## config.mk

```make
export PLATFORM = sky130hd
export DESIGN_NAME = timed_command_queue
export DESIGN_NICKNAME = d
export VERILOG_FILES = /design/src/hw/rtl/tcq_pkg.sv /design/src/hw/rtl/timed_command_queue.sv /design/src/hw/rtl/tcq_ram.sv /design/src/hw/rtl/tcq_datapath.sv /design/src/hw/rtl/tcq_ctrl.sv
export SDC_FILE = /design/constraint.sdc
export NUM_CORES = 2
export LEC_CHECK = 0
export BUFFER_PORTS_ARGS = -buffer_cell sky130_fd_sc_hd__buf_4
export CELL_PAD_IN_SITES_DETAIL_PLACEMENT = 1
export CELL_PAD_IN_SITES_GLOBAL_PLACEMENT = 2
export CORE_MARGIN = 1
export CORE_UTILIZATION = 41
export CTS_CLUSTER_SIZE = 20
export DETAILED_ROUTE_END_ITERATION = 10
export PLACE_DENSITY_LB_ADDON = 0.25
export SYNTH_ARGS = -nofsm -noshare
export SYNTH_HDL_FRONTEND = slang
export SYNTH_SLANG_ARGS = --single-unit
```

## constraint.sdc

```tcl
create_clock -name clock -period 15.2 [get_ports clock]
set_input_delay 4.56 -clock clock [delete_from_list [all_inputs] [get_ports clock]]
set_output_delay 4.56 -clock clock [all_outputs]
set_load 0.01 [all_outputs]
```

## src/hw/rtl/tcq_pkg.sv

```systemverilog
package tcq_pkg;

   // Queue geometry.
   localparam int QUEUE_DEPTH = 32;
   localparam int SLOT_W      = (QUEUE_DEPTH > 1) ? $clog2(QUEUE_DEPTH) : 1;
   localparam int COUNT_W     = $clog2(QUEUE_DEPTH + 1);

   // Fixed field widths.
   localparam int TAG_W   = 16;
   localparam int TIME_W  = 48;
   localparam int DELAY_W = 32;
   localparam int REQ_W   = 2;
   localparam int OUT_COUNT_W = 6;

   typedef logic [SLOT_W-1:0]  slot_type;
   typedef logic [COUNT_W-1:0] count_type;

   // Request codes; the fourth code is unused and ignored.
   typedef enum logic [REQ_W-1:0] {
      REQ_ENQUEUE = 2'd0,
      REQ_TAKE    = 2'd1,
      REQ_DROP    = 2'd2
   } req_code_type;

   // One stored entry.
   typedef struct packed {
      logic [TAG_W-1:0]  tag;
      logic [TIME_W-1:0] ready_time;
   } entry_type;

   localparam int ENTRY_W = $bits(entry_type);

   // Controller states.
   typedef enum logic [2:0] {
      ST_IDLE,
      ST_EXEC,
      ST_SCAN,
      ST_SHIFT,
      ST_HEAD_RD,
      ST_RESPOND
   } state_type;

   // Commands from the controller to the datapath.
   typedef struct packed {
      logic latch;
      logic do_enqueue;
      logic do_drop;
      logic scan_start;
      logic scan_step;
      logic shift_start;
      logic shift_step;
      logic take_commit;
      logic head_read;
   } cmd_type;

   // Status from the datapath to the controller.
   typedef struct packed {
      req_code_type req;
      logic         full;
      logic         empty;
      logic         step_done;
      logic         found;
   } status_type;

   // Ring slot arithmetic with wrap at the queue depth.
   function automatic slot_type next_slot(slot_type s);
      return (s == SLOT_W'(QUEUE_DEPTH - 1)) ? '0 : s + SLOT_W'(1);
   endfunction

   function automatic slot_type prev_slot(slot_type s);
      return (s == '0) ? SLOT_W'(QUEUE_DEPTH - 1) : s - SLOT_W'(1);
   endfunction

endpackage

```

## src/hw/rtl/timed_command_queue.sv

```systemverilog
// Bounded ring queue of timed commands, one request at a time. A request is
// taken when start is high and busy is low. Its single result appears on the
// rsp_ ports for exactly one cycle with rsp_valid high. The receiver cannot
// stall it, so it must take the result in that cycle. Enqueue, drop, a take
// on an empty queue and the unused code go from the execute state through the
// head read to the response state, and busy falls in the cycle after the
// strobe. A take on a non-empty queue walks the held entries from the head
// through the single read port of the entry memory, one entry a cycle. If a
// ready entry is found, it then moves the later entries down one place a
// cycle, reading them through the same port. Entry storage needs no clearing
// after reset; a slot that holds no entry is read only by the head read of an
// empty queue, whose head tag is then forced to zero.
module timed_command_queue (
   input  logic                                 clock,
   input  logic                                 reset,
   input  logic                                 start,
   output logic                                 busy,
   input  logic [tcq_pkg::REQ_W-1:0]            req_type,
   input  logic [tcq_pkg::TIME_W-1:0]           req_now_time,
   input  logic [tcq_pkg::DELAY_W-1:0]          req_delay_ticks,
   input  logic [tcq_pkg::TAG_W-1:0]            req_cmd_tag,
   output logic                                 rsp_valid,
   output logic                                 rsp_done_res,
   output logic [tcq_pkg::TAG_W-1:0]            rsp_taken_tag,
   output logic [tcq_pkg::TIME_W-1:0]           rsp_taken_ready_time,
   output logic [tcq_pkg::TAG_W-1:0]            rsp_head_tag,
   output logic [tcq_pkg::OUT_COUNT_W-1:0]      rsp_entry_count
);

   tcq_pkg::cmd_type    cmd;
   tcq_pkg::status_type status;

   // Sequencer.
   tcq_ctrl u_ctrl (
      .clock     (clock),
      .reset     (reset),
      .start     (start),
      .busy      (busy),
      .rsp_valid (rsp_valid),
      .cmd       (cmd),
      .status    (status)
   );

   // Queue storage, pointers and search logic.
   tcq_datapath u_datapath (
      .clock                (clock),
      .reset                (reset),
      .cmd                  (cmd),
      .status               (status),
      .req_type             (req_type),
      .req_now_time         (req_now_time),
      .req_delay_ticks      (req_delay_ticks),
      .req_cmd_tag          (req_cmd_tag),
      .rsp_done_res         (rsp_done_res),
      .rsp_taken_tag        (rsp_taken_tag),
      .rsp_taken_ready_time (rsp_taken_ready_time),
      .rsp_head_tag         (rsp_head_tag),
      .rsp_entry_count      (rsp_entry_count)
   );

endmodule

```

## src/hw/rtl/tcq_ram.sv

```systemverilog
module tcq_ram #(
   parameter int WIDTH = 64,
   parameter int DEPTH = 32
) (
   input  logic                                         clock,
   input  logic                                         wr_en,
   input  logic [((DEPTH > 1) ? $clog2(DEPTH) : 1)-1:0] wr_addr,
   input  logic [WIDTH-1:0]                             wr_data,
   input  logic                                         rd_en,
   input  logic [((DEPTH > 1) ? $clog2(DEPTH) : 1)-1:0] rd_addr,
   output logic [WIDTH-1:0]                             rd_data
);

   logic [WIDTH-1:0] mem_ff [DEPTH];
   logic [WIDTH-1:0] rd_data_ff;

   // One write port and one registered read port; read data holds when idle.
   always_ff @(posedge clock) begin
      if (wr_en) begin
         mem_ff[wr_addr] <= wr_data;
      end
      if (rd_en) begin
         rd_data_ff <= mem_ff[rd_addr];
      end
   end

   assign rd_data = rd_data_ff;

endmodule

```

## src/hw/rtl/tcq_datapath.sv

```systemverilog
module tcq_datapath (
   input  logic                                 clock,
   input  logic                                 reset,
   input  tcq_pkg::cmd_type                     cmd,
   output tcq_pkg::status_type                  status,
   input  logic [tcq_pkg::REQ_W-1:0]            req_type,
   input  logic [tcq_pkg::TIME_W-1:0]           req_now_time,
   input  logic [tcq_pkg::DELAY_W-1:0]          req_delay_ticks,
   input  logic [tcq_pkg::TAG_W-1:0]            req_cmd_tag,
   output logic                                 rsp_done_res,
   output logic [tcq_pkg::TAG_W-1:0]            rsp_taken_tag,
   output logic [tcq_pkg::TIME_W-1:0]           rsp_taken_ready_time,
   output logic [tcq_pkg::TAG_W-1:0]            rsp_head_tag,
   output logic [tcq_pkg::OUT_COUNT_W-1:0]      rsp_entry_count
);

   // Latched request.
   logic [tcq_pkg::REQ_W-1:0]   req_ff, req_in;
   logic [tcq_pkg::TIME_W-1:0]  now_ff, now_in;
   logic [tcq_pkg::DELAY_W-1:0] delay_ff, delay_in;
   logic [tcq_pkg::TAG_W-1:0]   tag_ff, tag_in;

   // Ring pointers and fill count.
   tcq_pkg::slot_type  head_ff, head_in;
   tcq_pkg::slot_type  tail_ff, tail_in;
   tcq_pkg::count_type count_ff, count_in;

   // Scan and shift walker.
   tcq_pkg::count_type rd_idx_ff, rd_idx_in;
   tcq_pkg::slot_type  rd_ptr_ff, rd_ptr_in;
   logic               pend_ff, pend_in;
   tcq_pkg::count_type cmp_idx_ff, cmp_idx_in;
   tcq_pkg::slot_type  cmp_slot_ff, cmp_slot_in;
   tcq_pkg::slot_type  wr_ptr_ff, wr_ptr_in;

   // Best ready entry found so far.
   logic                        found_ff, found_in;
   tcq_pkg::count_type          best_idx_ff, best_idx_in;
   tcq_pkg::slot_type           best_slot_ff, best_slot_in;
   logic [tcq_pkg::TIME_W-1:0]  best_time_ff, best_time_in;
   logic [tcq_pkg::TAG_W-1:0]   best_tag_ff, best_tag_in;

   // Result registers.
   logic                        done_ff, done_in;
   logic [tcq_pkg::TAG_W-1:0]   taken_tag_ff, taken_tag_in;
   logic [tcq_pkg::TIME_W-1:0]  taken_time_ff, taken_time_in;

   // Memory port signals.
   logic                           ram_wr_en;
   tcq_pkg::slot_type              ram_wr_addr;
   tcq_pkg::entry_type             ram_wr_entry;
   logic                           ram_rd_en;
   tcq_pkg::slot_type              ram_rd_addr;
   logic [tcq_pkg::ENTRY_W-1:0]    ram_rd_data;
   tcq_pkg::entry_type             rd_entry;

   logic                           issue;
   logic [tcq_pkg::TIME_W:0]       ready_sum;
   logic [tcq_pkg::TIME_W-1:0]     ready_sat;

   assign rd_entry = tcq_pkg::entry_type'(ram_rd_data);

   // The walker reads while its offset is below the fill count.
   assign issue = (rd_idx_ff < count_ff);

   // Ready time of a new entry, saturated at the top of the time range.
   assign ready_sum = {1'b0, now_ff} + {{(tcq_pkg::TIME_W + 1 - tcq_pkg::DELAY_W){1'b0}}, delay_ff};
   assign ready_sat = ready_sum[tcq_pkg::TIME_W] ? '1 : ready_sum[tcq_pkg::TIME_W-1:0];

   // Status toward the controller.
   always_comb begin
      status.req       = tcq_pkg::req_code_type'(req_ff);
      status.full      = (count_ff == tcq_pkg::COUNT_W'(tcq_pkg::QUEUE_DEPTH));
      status.empty     = (count_ff == '0);
      status.step_done = !pend_ff && (rd_idx_ff == count_ff);
      status.found     = found_ff;
   end

   // Memory port selection.
   always_comb begin
      ram_wr_en    = 1'b0;
      ram_wr_addr  = wr_ptr_ff;
      ram_wr_entry = rd_entry;
      ram_rd_en    = 1'b0;
      ram_rd_addr  = rd_ptr_ff;
      if (cmd.do_enqueue) begin
         ram_wr_en               = 1'b1;
         ram_wr_addr             = tail_ff;
         ram_wr_entry.tag        = tag_ff;
         ram_wr_entry.ready_time = ready_sat;
      end else if (cmd.shift_step && pend_ff) begin
         ram_wr_en = 1'b1;
      end
      if (cmd.head_read) begin
         ram_rd_en   = 1'b1;
         ram_rd_addr = head_ff;
      end else if ((cmd.scan_step || cmd.shift_step) && !cmd.shift_start && issue) begin
         ram_rd_en = 1'b1;
      end
   end

   // Next-state logic of the datapath registers.
   always_comb begin
      req_in        = req_ff;
      now_in        = now_ff;
      delay_in      = delay_ff;
      tag_in        = tag_ff;
      head_in       = head_ff;
      tail_in       = tail_ff;
      count_in      = count_ff;
      rd_idx_in     = rd_idx_ff;
      rd_ptr_in     = rd_ptr_ff;
      pend_in       = 1'b0;
      cmp_idx_in    = cmp_idx_ff;
      cmp_slot_in   = cmp_slot_ff;
      wr_ptr_in     = wr_ptr_ff;
      found_in      = found_ff;
      best_idx_in   = best_idx_ff;
      best_slot_in  = best_slot_ff;
      best_time_in  = best_time_ff;
      best_tag_in   = best_tag_ff;
      done_in       = done_ff;
      taken_tag_in  = taken_tag_ff;
      taken_time_in = taken_time_ff;

      // Capture a new item and clear its result.
      if (cmd.latch) begin
         req_in        = req_type;
         now_in        = req_now_time;
         delay_in      = req_delay_ticks;
         tag_in        = req_cmd_tag;
         done_in       = 1'b0;
         taken_tag_in  = '0;
         taken_time_in = '0;
      end

      // Append at the tail.
      if (cmd.do_enqueue) begin
         tail_in  = tcq_pkg::next_slot(tail_ff);
         count_in = count_ff + tcq_pkg::COUNT_W'(1);
         done_in  = 1'b1;
      end

      // Discard the head.
      if (cmd.do_drop) begin
         head_in  = tcq_pkg::next_slot(head_ff);
         count_in = count_ff - tcq_pkg::COUNT_W'(1);
         done_in  = 1'b1;
      end

      // Start the scan at the head.
      if (cmd.scan_start) begin
         rd_idx_in = '0;
         rd_ptr_in = head_ff;
         found_in  = 1'b0;
      end

      // Start closing the gap just after the chosen entry.
      if (cmd.shift_start) begin
         rd_idx_in = best_idx_ff + tcq_pkg::COUNT_W'(1);
         rd_ptr_in = tcq_pkg::next_slot(best_slot_ff);
         wr_ptr_in = best_slot_ff;
      end else if ((cmd.scan_step || cmd.shift_step) && issue) begin
         rd_idx_in   = rd_idx_ff + tcq_pkg::COUNT_W'(1);
         rd_ptr_in   = tcq_pkg::next_slot(rd_ptr_ff);
         cmp_idx_in  = rd_idx_ff;
         cmp_slot_in = rd_ptr_ff;
         pend_in     = 1'b1;
      end

      // Keep the earliest ready entry; a later one must be strictly earlier.
      if (cmd.scan_step && pend_ff) begin
         if ((rd_entry.ready_time <= now_ff) &&
             (!found_ff || (rd_entry.ready_time < best_time_ff))) begin
            found_in     = 1'b1;
            best_idx_in  = cmp_idx_ff;
            best_slot_in = cmp_slot_ff;
            best_time_in = rd_entry.ready_time;
            best_tag_in  = rd_entry.tag;
         end
      end

      // Each moved entry advances the write pointer.
      if (cmd.shift_step && pend_ff) begin
         wr_ptr_in = tcq_pkg::next_slot(wr_ptr_ff);
      end

      // The gap is closed: shorten the queue and report the entry.
      if (cmd.take_commit) begin
         tail_in       = tcq_pkg::prev_slot(tail_ff);
         count_in      = count_ff - tcq_pkg::COUNT_W'(1);
         done_in       = 1'b1;
         taken_tag_in  = best_tag_ff;
         taken_time_in = best_time_ff;
      end
   end

   // Control registers.
   always_ff @(posedge clock) begin
      if (reset) begin
         head_ff  <= '0;
         tail_ff  <= '0;
         count_ff <= '0;
         pend_ff  <= 1'b0;
         found_ff <= 1'b0;
      end else begin
         head_ff  <= head_in;
         tail_ff  <= tail_in;
         count_ff <= count_in;
         pend_ff  <= pend_in;
         found_ff <= found_in;
      end
   end

   // Payload registers.
   always_ff @(posedge clock) begin
      req_ff        <= req_in;
      now_ff        <= now_in;
      delay_ff      <= delay_in;
      tag_ff        <= tag_in;
      rd_idx_ff     <= rd_idx_in;
      rd_ptr_ff     <= rd_ptr_in;
      cmp_idx_ff    <= cmp_idx_in;
      cmp_slot_ff   <= cmp_slot_in;
      wr_ptr_ff     <= wr_ptr_in;
      best_idx_ff   <= best_idx_in;
      best_slot_ff  <= best_slot_in;
      best_time_ff  <= best_time_in;
      best_tag_ff   <= best_tag_in;
      done_ff       <= done_in;
      taken_tag_ff  <= taken_tag_in;
      taken_time_ff <= taken_time_in;
   end

   // Entry storage.
   tcq_ram #(
      .WIDTH(tcq_pkg::ENTRY_W),
      .DEPTH(tcq_pkg::QUEUE_DEPTH)
   ) u_ram (
      .clock   (clock),
      .wr_en   (ram_wr_en),
      .wr_addr (ram_wr_addr),
      .wr_data (ram_wr_entry),
      .rd_en   (ram_rd_en),
      .rd_addr (ram_rd_addr),
      .rd_data (ram_rd_data)
   );

   // Result fields; the head tag comes from the final head read.
   assign rsp_done_res         = done_ff;
   assign rsp_taken_tag        = taken_tag_ff;
   assign rsp_taken_ready_time = taken_time_ff;
   assign rsp_head_tag         = (count_ff == '0) ? '0 : rd_entry.tag;
   assign rsp_entry_count      = tcq_pkg::OUT_COUNT_W'(count_ff);

endmodule

```

## src/hw/rtl/tcq_ctrl.sv

```systemverilog
module tcq_ctrl (
   input  logic                clock,
   input  logic                reset,
   input  logic                start,
   output logic                busy,
   output logic                rsp_valid,
   output tcq_pkg::cmd_type    cmd,
   input  tcq_pkg::status_type status
);

   tcq_pkg::state_type state_ff, state_in;

   // Next state.
   always_comb begin
      state_in = state_ff;
      unique case (state_ff)
         tcq_pkg::ST_IDLE: begin
            if (start) begin
               state_in = tcq_pkg::ST_EXEC;
            end
         end
         tcq_pkg::ST_EXEC: begin
            if ((status.req == tcq_pkg::REQ_TAKE) && !status.empty) begin
               state_in = tcq_pkg::ST_SCAN;
            end else begin
               state_in = tcq_pkg::ST_HEAD_RD;
            end
         end
         tcq_pkg::ST_SCAN: begin
            if (status.step_done) begin
               state_in = status.found ? tcq_pkg::ST_SHIFT : tcq_pkg::ST_HEAD_RD;
            end
         end
         tcq_pkg::ST_SHIFT: begin
            if (status.step_done) begin
               state_in = tcq_pkg::ST_HEAD_RD;
            end
         end
         tcq_pkg::ST_HEAD_RD: begin
            state_in = tcq_pkg::ST_RESPOND;
         end
         tcq_pkg::ST_RESPOND: begin
            state_in = tcq_pkg::ST_IDLE;
         end
         default: begin
            state_in = tcq_pkg::ST_IDLE;
         end
      endcase
   end

   // Commands and handshake outputs.
   always_comb begin
      cmd       = '0;
      busy      = (state_ff != tcq_pkg::ST_IDLE);
      rsp_valid = 1'b0;
      unique case (state_ff)
         tcq_pkg::ST_IDLE: begin
            cmd.latch = start;
         end
         tcq_pkg::ST_EXEC: begin
            unique case (status.req)
               tcq_pkg::REQ_ENQUEUE: cmd.do_enqueue = !status.full;
               tcq_pkg::REQ_TAKE:    cmd.scan_start = !status.empty;
               tcq_pkg::REQ_DROP:    cmd.do_drop    = !status.empty;
               default: begin
               end
            endcase
         end
         tcq_pkg::ST_SCAN: begin
            cmd.scan_step   = 1'b1;
            cmd.shift_start = status.step_done && status.found;
         end
         tcq_pkg::ST_SHIFT: begin
            cmd.shift_step  = 1'b1;
            cmd.take_commit = status.step_done;
         end
         tcq_pkg::ST_HEAD_RD: begin
            cmd.head_read = 1'b1;
         end
         tcq_pkg::ST_RESPOND: begin
            rsp_valid = 1'b1;
         end
         default: begin
         end
      endcase
   end

   always_ff @(posedge clock) begin
      if (reset) begin
         state_ff <= tcq_pkg::ST_IDLE;
      end else begin
         state_ff <= state_in;
      end
   end

endmodule

```

; Word-level counts from Yosys, hierarchy flattened
; Memory sizes are Yosys's and may differ from the RTL's. A register that Yosys moved wholly into a read port is not among the register bits.
; Index checks and enable logic that the tools add are counted.
[totals]
memories = 1
ram_bits = 2048
register_bits = 286
[mem_list]
columns = name, depth, width, read_ports, rd_ports_with_merged_regs, wr, line_no
row1 = u_datapath.u_ram.mem_ff, 32, 64, 1, 1, 1, tcq_ram.sv:14  ; logic [WIDTH-1:0] mem_ff [DEPTH];
[op_classes]
bitwise = 1
mux = 53
magnitude_cmp = 3
eq_ne = 17
reduce_logical = 31
add_sub_neg = 11
[ops]
columns = op, n
row1 = two-way mux 48 bit, 3
row2 = two-way mux 5 bit, 15
row3 = two-way mux 64 bit, 1
row4 = adder 48 x 32 -> 49 bit, 1
row5 = <= comparator 48 bit, 1
row6 = less-than comparator 48 bit, 1
row7 = two-way mux 16 bit, 3
row8 = two-way mux 6 bit, 6
row9 = adder 5 x 1 -> 5 bit (second input constant), 5
row10 = == test 5 bit (second input constant), 5
row11 = adder 6 x 1 -> 6 bit (second input constant), 3
row12 = two-way mux 3 bit, 6
row13 = two-way mux 1 bit, 16
row14 = one-hot mux 3 bit (5 select lines), 1
row15 = logical AND 1 bit, 9
row16 = nonzero test 3 bit, 3
row17 = == test 3 x 2 -> 1 bit (second input constant), 2
row18 = == test 3 bit (second input constant), 2
row19 = == test 6 bit, 1
row20 = == test 6 bit (second input constant), 1
row21 = zero test 6 bit, 1
row22 = less-than comparator 6 bit, 1
row23 = nonzero test 2 bit, 3
row24 = subtractor 6 x 1 -> 6 bit (second input constant), 1
row25 = other kinds (17), 25

; Logic depth before layout (Yosys ltp)
[logic_depth]
word_depth = 9
depth_mapped = 12

; Cells and area by module
; Synthesis repeated with hierarchy kept, for this count alone.
[hier_totals]
hier_cells = 4497
area_unflattened_um2 = 95514.1
[by_module_without_submodules]
columns = mod, seq_area_each_um2, area_per_inst_um2, n_inst, cells_each
row1 = tcq_ram, 63420.8, 79592.6, 1, 3097
row2 = tcq_datapath, 8308.0, 15652.5, 1, 1365
row3 = tcq_ctrl, 60.1, 269.0, 1, 35

; Worst setup path before layout
; Ideal clock, no wire load.
[synth_timing]
path_type = reg-to-reg
from = register u_datapath.u_ram.rd_data_ff[9] (netlist: u_datapath.u_ram.rd_data[9]), read port of u_datapath.u_ram.mem_ff
to = register u_datapath.best_idx_ff[0] (enable)
setup_slack_ns = 7.501
setup_ns = 0.612
required_ns = 14.588
stages_incl_launch_ff = 10
t_arrival_ns = 7.087
path_cell_list = edfxtp_1 > ha_1 > a21o_1 > a21o_1 > a21oi_1 > o22ai_1 > nor4bb_1 > o2111a_1 > nor2_1 > o21ai_0
[synth_between]
elab_chain_len = 4
[synth_lines]
columns = element, line_no
row1 = start: declaration, tcq_ram.sv:15  ; logic [WIDTH-1:0] rd_data_ff;
row2 = less-than comparator 48 bit, tcq_datapath.sv:174  ; (!found_ff || (rd_entry.ready_time < best_time_ff))) begin
row3 = logical OR 1 bit, tcq_datapath.sv:174
row4 = logical AND 1 bit *, tcq_datapath.sv:173  ; if ((rd_entry.ready_time <= now_ff) &&
row5 = AND reduction 2 bit (no line) *, n/a
row6 = end signal: assignment, tcq_datapath.sv:226  ; best_idx_ff <= best_idx_in;
row7 = end: declaration, tcq_datapath.sv:38  ; tcq_pkg::count_type best_idx_ff, best_idx_in;
; Mark *: on every way between the ends. The rest lies on a longest branch, timed or not.
; A chain may end at the register's enable or synchronous reset.

; Final worst setup path
[layout_timing]
from = register u_datapath.count_ff[3] (netlist: u_datapath.rsp_entry_count[3])
to = output rsp_head_tag[10] (netlist name)
[layout_between]
elab_chain_len = 2
[layout_lines]
columns = element, line_no
row1 = start: declaration, tcq_datapath.sv:26  ; tcq_pkg::count_type count_ff, count_in;
row2 = start signal: assignment, tcq_datapath.sv:209  ; count_ff <= count_in;
row3 = zero test 6 bit, tcq_datapath.sv:253  ; assign rsp_head_tag = (count_ff == '0) ? '0 : rd_entry.tag;
row4 = two-way mux 16 bit, tcq_datapath.sv:253
row5 = end: declaration, timed_command_queue.sv:26  ; output logic [tcq_pkg::TAG_W-1:0] rsp_head_tag,
; Every way passes these cells.

==> results.json <==
{
  "status": "complete, no violations",
  "synth_area_leaders": "edfxtp_1 (74%), mux4_2 (12%), nand2_1 (2.7%)",
  "cts_setup_buffers": 0,
  "post-route-min-period_ns": 7.74,
  "dr.pass1.iters": 6,
  "critical_path_class": "reg -> out",
  "clk_latency_ns": 0.92,
  "ys_types": 78,
  "synth_area_per_cell_sq_um": 18.2,
  "arrival_ns": 3.18,
  "area_growth_pct": 14.8,
  "track_usage_pct": 23.9,
  "rsz0062_at_grt": "no",
  "place_congestion": 0.807,
  "dpl.cell_count": 8484,
  "fin_setup_tns_ns": 0,
  "die_area_sq_um": 236000,
  "clockBufferDepth": 4,
  "fin_crit_sh_pct": 50.9,
  "die_x_um": 486,
  "synth_flop_cell": "edfxtp_1",
  "hold_buffers": 0,
  "synthCells": 5282,
  "worst_setup_path_end_kind": "output pin",
  "wl_per_cell_um": 31.5,
  "yosys_warnings": 0,
  "required_ns": 10.64,
  "leakagePower_nw": 36.8,
  "grt_pass1_vias": 53500,
  "fmax_mhz": 129,
  "cp_max_fo": 16,
  "max_cap_violations": 0,
  "clk_pin_slew_ns": 0.06,
  "syn_nets": 5533,
  "die_h_um": 486,
  "synth-edff-count": 2376,
  "utilization_pct": 47.4,
  "drt-initial-drc-count": 5249,
  "tightest_slew_ns": 1.44,
  "dp_slack_ns": 8.42,
  "cts_buffers": 279,
  "grt_remaining_overflow": 0,
  "ir_drop_v": 0.000129,
  "drive_gt1_share_pct": 22.4,
  "hold_class": "reg -> reg",
  "yosys.area.top_type_share_pct": 74.2,
  "antenna_found_initial": 16,
  "cts_max_level": 5,
  "grt_pass1_wl_um": 398000,
  "start_util_pct": 41.3,
  "maxSlewViolCount": 0,
  "synth_top_area_cell": "edfxtp_1",
  "numPortBuffers": 189,
  "grt_max_degree": 118,
  "drt-total-wl_um": 282000,
  "avgViaCountPerCell": 5.79,
  "drtAntennaViolNets": 0,
  "dpl.hpwl_um": 153000,
  "cts_resized": 0,
  "powerDensity_nw_per_um2": 135,
  "relSlewSlack_pct": 4.31,
  "synthArstFlopShare_pct": 0,
  "num_rows": 177,
  "hold_viol": 0,
  "synthesis.area_sq_um": 96100,
  "postLayoutCellArea_sq_um": 110000,
  "cts_root_buf": "clkbuf_16",
  "vias": 51900,
  "skew_ns": 0.0761,
  "layoutNonFillerInstCount": 8958,
  "nets": 5884,
  "yosysMostFrequentCell": "edfxtp_1",
  "io-pin-count": 190,
  "cts_sinks": 2398,
  "critPathLaunchType": "register",
  "finalSetupViolations": 0,
  "seq_area_frac_synth_pct": 74.7,
  "remaining_drc_errors": 0,
  "core_region_area_sq_um": 233000,
  "dpl_cell_area_sq_um": 102000,
  "synth-seq-cells": 2398,
  "layout_setup_ws_ns": 7.46,
  "netlist_top_cells_count": "edfxtp_1 (2376), nand2_1 (701), mux4_2 (512), nand3_1 (410), nor2_1 (178)",
  "cts_tree": "yes"
}
[final timing paths]
check / from / endpoint / slack, ns / cells after the start
worst max-delay path: u_datapath.rsp_entry_count[3]$_SDFFE_PP0P_ / rsp_head_tag[10] / 7.46 / 5
worst min-delay path: u_datapath.cmp_idx_ff[2]$_DFFE_PP_ / u_datapath.best_idx_ff[2]$_DFFE_PP_ / 0.42 / 0
worst max register to register: u_ctrl.state_ff[0]$_SDFFE_PP0P_ / u_datapath.u_ram.mem_ff[17][40]$_DFFE_PP_ / 8.96 / 9
worst min register to register: u_datapath.cmp_idx_ff[2]$_DFFE_PP_ / u_datapath.best_idx_ff[2]$_DFFE_PP_ / 0.42 / 0
[worst max-delay path, cell delays in order, from the launching register on]
cell,delay (ns)
dfxtp_1,0.37
nor3_1,0.44
nand2_1,0.27
nor2_2,0.83
nor2b_1,0.14
buf_4,0.19
[stage by stage]
step | hold slack (ns) | total power, mW
floorplan | 0.400 | 8.20
global placement | 0.400 | 8.59
detailed placement | 0.406 | 8.61
CTS | 0.419 | 15.0
global route | 0.434 | 15.3
finish | 0.417 | 14.9
[power by group]
part	switching, mW	total [mW]	internal (mW)	leakage [nW]
registers	0.0595	7.46	7.40	21.7
logic	0.665	1.02	0.351	11.0
clock network	2.62	6.38	3.76	4.14
total	3.35	14.9	11.5	36.8
[metal layers]
metal / track usage, % / wire (um) / up-vias
li1: - / - / 21600
met4: 7.70 / 8780 / 8
met5: 0 / 57 / -
met3: 4.53 / 19400 / 483
met2: 38.7 / 135000 / 1857
met1: 32.5 / 119000 / 27900
[cells in the final DEF, fill, tap and decap left out, drive strengths merged, types with 5 or more instances in the layout]
master,synthesis,routed
nand4,38,38
bufinv,0,21
a21o,57,57
nand2b,10,10
inv,118,124
diode,0,5
clkbuf,106,338
mux2i,9,9
xor2,15,15
or3,11,11
o21a,7,7
o211ai,6,6
and3,8,8
dfxtp,22,22
a31oi,15,15
and2,18,18
a211oi,11,11
xnor2,41,41
nand2,702,702
nand3,410,410
o31ai,14,14
nor3,22,22
mux4,512,512
clkinv,0,96
a21oi,109,109
o21ai,55,55
buf,155,331
o22a,10,10
clkinvlp,0,8
ha,149,149
nor2,178,178
edfxtp,2376,2376
o22ai,5,5
o21bai,5,5
nor2b,22,22
[sequential cells by signal (all words and copies together), names as in the netlist, 5 cells and up]
register                         cells
u_datapath.wr_ptr_ff                 5
u_datapath.best_slot_ff              5
u_datapath.tag_ff                   16
u_datapath.rd_idx_ff                 6
u_datapath.rsp_taken_ready_time     48
u_datapath.tail_ff                   5
u_datapath.cmp_idx_ff                6
u_datapath.best_idx_ff               6
u_datapath.rd_ptr_ff                 5
u_datapath.rsp_entry_count           6
u_datapath.u_ram.rd_data            64
u_datapath.rsp_taken_tag            16
u_datapath.now_ff                   48
u_datapath.cmp_slot_ff               5
u_datapath.best_time_ff             48
u_datapath.u_ram.mem_ff           2048
u_datapath.head_ff                   5
u_datapath.best_tag_ff              16
u_datapath.delay_ff                 32
[kinds of logic (layout without fill, tap and decap cells)]
group	count (synthesis)	in the layout	synth area share, %
DFF	2398	2398	74.7
other	0	5	0
and+or+nand+nor	1439	1439	6.56
AOI/OAI and AO/OA	335	335	2.32
buffers and inverters	379	918	1.84
muxes	525	525	12.1
adders and majority gates	150	150	1.96
xor gates and xnor gates	56	56	0.510
[layout make-up]
| class | instances | area [sq um] |
|---|---|---|
| Fill cell | 21600 | 122000 |
| Sequential cell | 2398 | 71800 |
| Multi-Input combinational cell | 2505 | 23200 |
| Clock buffer | 338 | 7310 |
| Tap cell | 3132 | 3920 |
| Timing Repair Buffer | 331 | 2510 |
| Clock inverter | 131 | 1200 |
| Inverter | 118 | 445 |
| Antenna cell | 5 | 12.5 |
Note: power is estimated with default switching activity, not from simulation.
